**src/rtl/sgvp_pkg.sv**
```systemverilog
package sgvp_pkg;

   // Grid geometry
   localparam int INTERIOR_CELLS = 12;
   localparam int PADDED         = INTERIOR_CELLS + 2;
   localparam int POS_W          = $clog2(PADDED);
   localparam int LINE_DEPTH     = 2 * PADDED;
   localparam int ADDR_W         = $clog2(LINE_DEPTH);
   localparam int COORD_W        = 4;

   // Number formats
   localparam int VELOCITY_WIDTH = 32;
   localparam int VW             = VELOCITY_WIDTH;
   localparam int FRAC_BITS      = VW - 4;
   localparam int GAIN_W         = 40;
   localparam int GAIN_LO_W      = GAIN_W / 2;
   localparam int GAIN_HI_W      = GAIN_W - GAIN_LO_W;

   // Datapath widths
   localparam int LAP_W  = VW + 2;
   localparam int DIF_W  = VW + 1;
   localparam int SUM_W  = VW + 2;
   localparam int PA_W   = VW + DIF_W;
   localparam int PB_W   = SUM_W + DIF_W;
   localparam int ADV_W  = VW + 5;
   localparam int OP_W   = ADV_W;
   localparam int PART_W = OP_W + GAIN_HI_W + 1;
   localparam int TERM_W = OP_W + 1;
   localparam int RES_W  = TERM_W + 3;
   localparam int RND_W  = OP_W + GAIN_W + 2;

   // Stream widths
   localparam int REQ_DATA_W = ((2 * VW + 7) / 8) * 8;
   localparam int RSP_DATA_W = ((2 * COORD_W + 2 * VW + 7) / 8) * 8;
   localparam int RSP_USER_W = 3;

   // Configuration
   localparam int CSR_INDEX_W = 2;
   localparam logic [GAIN_W-1:0] DIFF_GAIN_RESET = GAIN_W'(15833);
   localparam logic [GAIN_W-1:0] ADV_GAIN_RESET  = GAIN_W'(659706976);

   typedef enum logic [CSR_INDEX_W-1:0] {
      CSR_DIFF_X,
      CSR_DIFF_Y,
      CSR_ADV_X,
      CSR_ADV_Y
   } sgvp_csr_type;

   typedef struct packed {
      logic signed [VW-1:0] u;
      logic signed [VW-1:0] v;
   } sgvp_pair_type;

   typedef struct packed {
      logic [COORD_W-1:0] col;
      logic [COORD_W-1:0] row;
      logic               u_def;
      logic               v_def;
      logic               last;
   } sgvp_meta_type;

   // Load enables of the arithmetic stages
   typedef struct packed {
      logic s3;
      logic s4;
      logic s5;
      logic s6;
      logic s7;
      logic s8;
   } sgvp_stage_en_type;

   // Shift right by sh, rounding to nearest with ties away from zero.
   function automatic logic signed [RND_W-1:0] round_shift(input logic signed [RND_W-1:0] p,
                                                          input int unsigned sh);
      logic signed [RND_W-1:0] half;
      half = {{(RND_W-1){1'b0}}, 1'b1} << (sh - 1);
      if (p[RND_W-1]) begin
         half = half - {{(RND_W-1){1'b0}}, 1'b1};
      end
      return (p + half) >>> sh;
   endfunction

endpackage

```
**src/rtl/sgvp_cell.sv**
```systemverilog
module sgvp_cell import sgvp_pkg::*; (
   input  logic          clock,
   input  logic          reset,
   input  logic          shift_en,
   input  sgvp_pair_type pair_in,
   output sgvp_pair_type pair_out
);

   sgvp_pair_type pair_ff;

   // One window position: takes its neighbour's pair when the window shifts.
   always_ff @(posedge clock) begin
      if (reset) begin
         pair_ff <= '0;
      end else if (shift_en) begin
         pair_ff <= pair_in;
      end
   end

   assign pair_out = pair_ff;

endmodule

```
**config.mk**
```make
export PLATFORM = sky130hd
export DESIGN_NAME = sgvp_cell
export DESIGN_NICKNAME = d
export VERILOG_FILES = /design/src/rtl/sgvp_pkg.sv /design/src/rtl/sgvp_cell.sv
export SDC_FILE = /design/constraint.sdc
export NUM_CORES = 1
export LEC_CHECK = 0
export CELL_PAD_IN_SITES_DETAIL_PLACEMENT = 0
export CELL_PAD_IN_SITES_GLOBAL_PLACEMENT = 2
export CORE_ASPECT_RATIO = 1.2
export CORE_MARGIN = 2
export CORE_UTILIZATION = 37
export DETAILED_ROUTE_END_ITERATION = 8
export DONT_BUFFER_PORTS = 1
export GPL_TIMING_DRIVEN = 0
export PLACE_DENSITY = 0.9
export SLEW_MARGIN = 5
export SYNTH_ARGS = -nofsm -noshare
export SYNTH_HDL_FRONTEND = slang
export SYNTH_SLANG_ARGS = --single-unit
```
**constraint.sdc**
```tcl
create_clock -name clock -period 2.05 [get_ports clock]
set_input_delay 0.1025 -clock clock [delete_from_list [all_inputs] [get_ports clock]]
set_output_delay 0.1025 -clock clock [all_outputs]
set_load 0.01 [all_outputs]
```
==> flow_summary.toml <==
[route]
vias = 1699
ant_nets = 0
wl_per_cell_um = 15.2
viasPerCell = 4.62
first_pass_iters = 4
wl_um = 5590
drc = 0
drtIter0Drc = 31

[pwr]
pwr-share-seq_pct = 50.8
switching_share_pct = 23.4
power_frac_comb_pct = 10.6
power.density_nw_per_um2 = 856
ir_drop_v = 0.000533
power.switching_mw = 0.649
internal_power_mw = 2.12
power_frac_clock_pct = 38.6
p_leak_nw = 1.46
report.power.total_mw = 2.77

[global_route]
grt_pass1_wl_um = 8670
grt_max_degree = 11
grt_pass1_vias = 1920
grt_usage_pct = 16.9
overflow = 0
grt_antenna_before_repair = 0

[clock_network]
tritoncts = "done"
clockBufferDepth = 2
htree_levels = 3
clock-root-buffer = "clkbuf_8"
worstSkewPairLatency_ns = 0.32
cts-buffers-inserted = 9
cts_resized = 0
cts.sinks = 64
clk_pin_slew_ns = 0.07

[status]
outcome = "complete, no violations"

[sta]
tns_ns = 0
tightest_slew_ns = 0.447
fin_crit_sh_pct = 40.7
slew_headroom_pct = 70.2
slew_viol_final = 0
rsz0062_at_grt = "false"
fin_crit_ns = 0.834
hold_violations = 0
skew_ns = 0
timing.fmax_mhz = 1200
holdWs_ns = 0.123
finalSetupViolCount = 0

[critical_path]
startpoint_type = "flip-flop"
worstRegToRegCells = 2
timing.rr.start = "pair_out[56]"
cp_max_fo = 2
r2r_end = "pair_out[56]"
required_ns = 1.95
r2r_slack_ns = 1.33
path_class = "flip-flop to output pin"
critPathCaptureType = "output pin"
worstPathArrival_ns = 0.73

[final_layout]
nNetsFinal = 348
largest_reg_flops = 64
fill_cells = 546
final_area_um2 = 3230
final_cell_mix = "mux2i_1, nor2_1, dlygate4sd3_1, dfxtp_1, clkbuf_8"
fin_cells = 368
area_growth_pct = 41.1
drive_gt1_share_pct = 7.69
antennaDiodeCount = 0

[placed_design]
gp_congestion = 0.675
place_hpwl_um = 3230
port_buffers = 0
place_area_um2 = 2390
dp.cells = 288

[die]
die_h_um = 90.2
rows = 31
initial_core_util_pct = 38.1
dieArea_um2 = 6840
coreArea_um2 = 6010
ios = 131
die_w_um = 75.8

[hold_path]
min_to = "pair_out[0]"
hold_start = "reset"
hold_depth = 2
min_path_type = "input port to flip-flop"

[yosys]
synth_area_leaders = "dfxtp_1, mux2i_1, nor2_1"
synth-simple-area-share_pct = 10.5
synthCells = 206
synth_mux_area_share_pct = 28.0
synth-seq-area-share_pct = 55.9
synth_xor_area_share_pct = 0
synth_cell_type_count = 7
yosysTopAreaCell = "dfxtp_1"
postSynthAreaPerCell_um2 = 11.1
yosysTopAreaCellShare_pct = 55.9
synth_compound_area_share_pct = 0
syn_area_um2 = 2290
ys_warn_count = 0
synth_top_family_by_area = "multiplexers"
synthAdderAreaFrac_pct = 0
ys_seq_elements = 64
synth_nets = 273

[job]
cap_violations = 0
==> through the flow <==
step | util [%] | worst slack, ns
global placement | 39.8 | 1.07
finish | 53.8 | 1.22
detailed placement | 39.8 | 1.06
global route | 53.8 | 1.18
CTS | 53.8 | 1.19
floorplan | - | 1.29
==> how the worst max path moves through the flow <==
stage / end / cells after the start / slack, ns / from
after detailed placement: pair_out[49] / 3 / 1.06 / reset
final: pair_out[20] / 0 / 1.22 / pair_out[20]
after global placement: pair_out[60] / 3 / 1.07 / reset
after global routing: pair_out[56] / 0 / 1.18 / pair_out[56]
after CTS: pair_out[20] / 0 / 1.19 / pair_out[20]
after floorplan: pair_out[10] / 4 / 1.29 / shift_en
==> synth_stat cells <==
cell      number
mux2i_1       64
buf_8          6
nor2_1        64
clkbuf_2       1
buf_6          1
dfxtp_1       64
buf_1          6
==> logic make-up (layout without fill, tap and decap cells) <==
family,after synthesis,in the layout
buf+inv,14,94
simple gates,64,64
mux,64,64
flops,64,64
==> metal layers <==
layer	wire length [um]	GRT usage, %
met1	2010	16.2
met2	3020	29.8
met3	334	4.37
met4	220	11.4
met5	0	0
==> area by class of cell <==
class	count	area (um^2)	area share (%)
buffer	14	129	3.99
sequential	64	1280	39.6
multi-input combinational	128	881	27.2
clock buffer	13	159	4.91
timing repair buffer	64	641	19.8
clock inverter	3	40.0	1.24
tap	82	103	3.17
==> timing repair <==
item,CTS,global route
hold buffers,64,0
endpoints found under the hold margin,64,0
setup buffers,0,0
==> power groups by stage <==
stage / logic, mW / clock network, mW / registers (mW)
after global placement: 0.185 / 0 / 1.43
after detailed placement: 0.191 / 0 / 1.43
after CTS: 0.289 / 1.11 / 1.40
after floorplan: 0.165 / 0 / 1.42
after global routing: 0.324 / 1.15 / 1.41
final: 0.293 / 1.07 / 1.41
(Power assumes the default switching activity.)
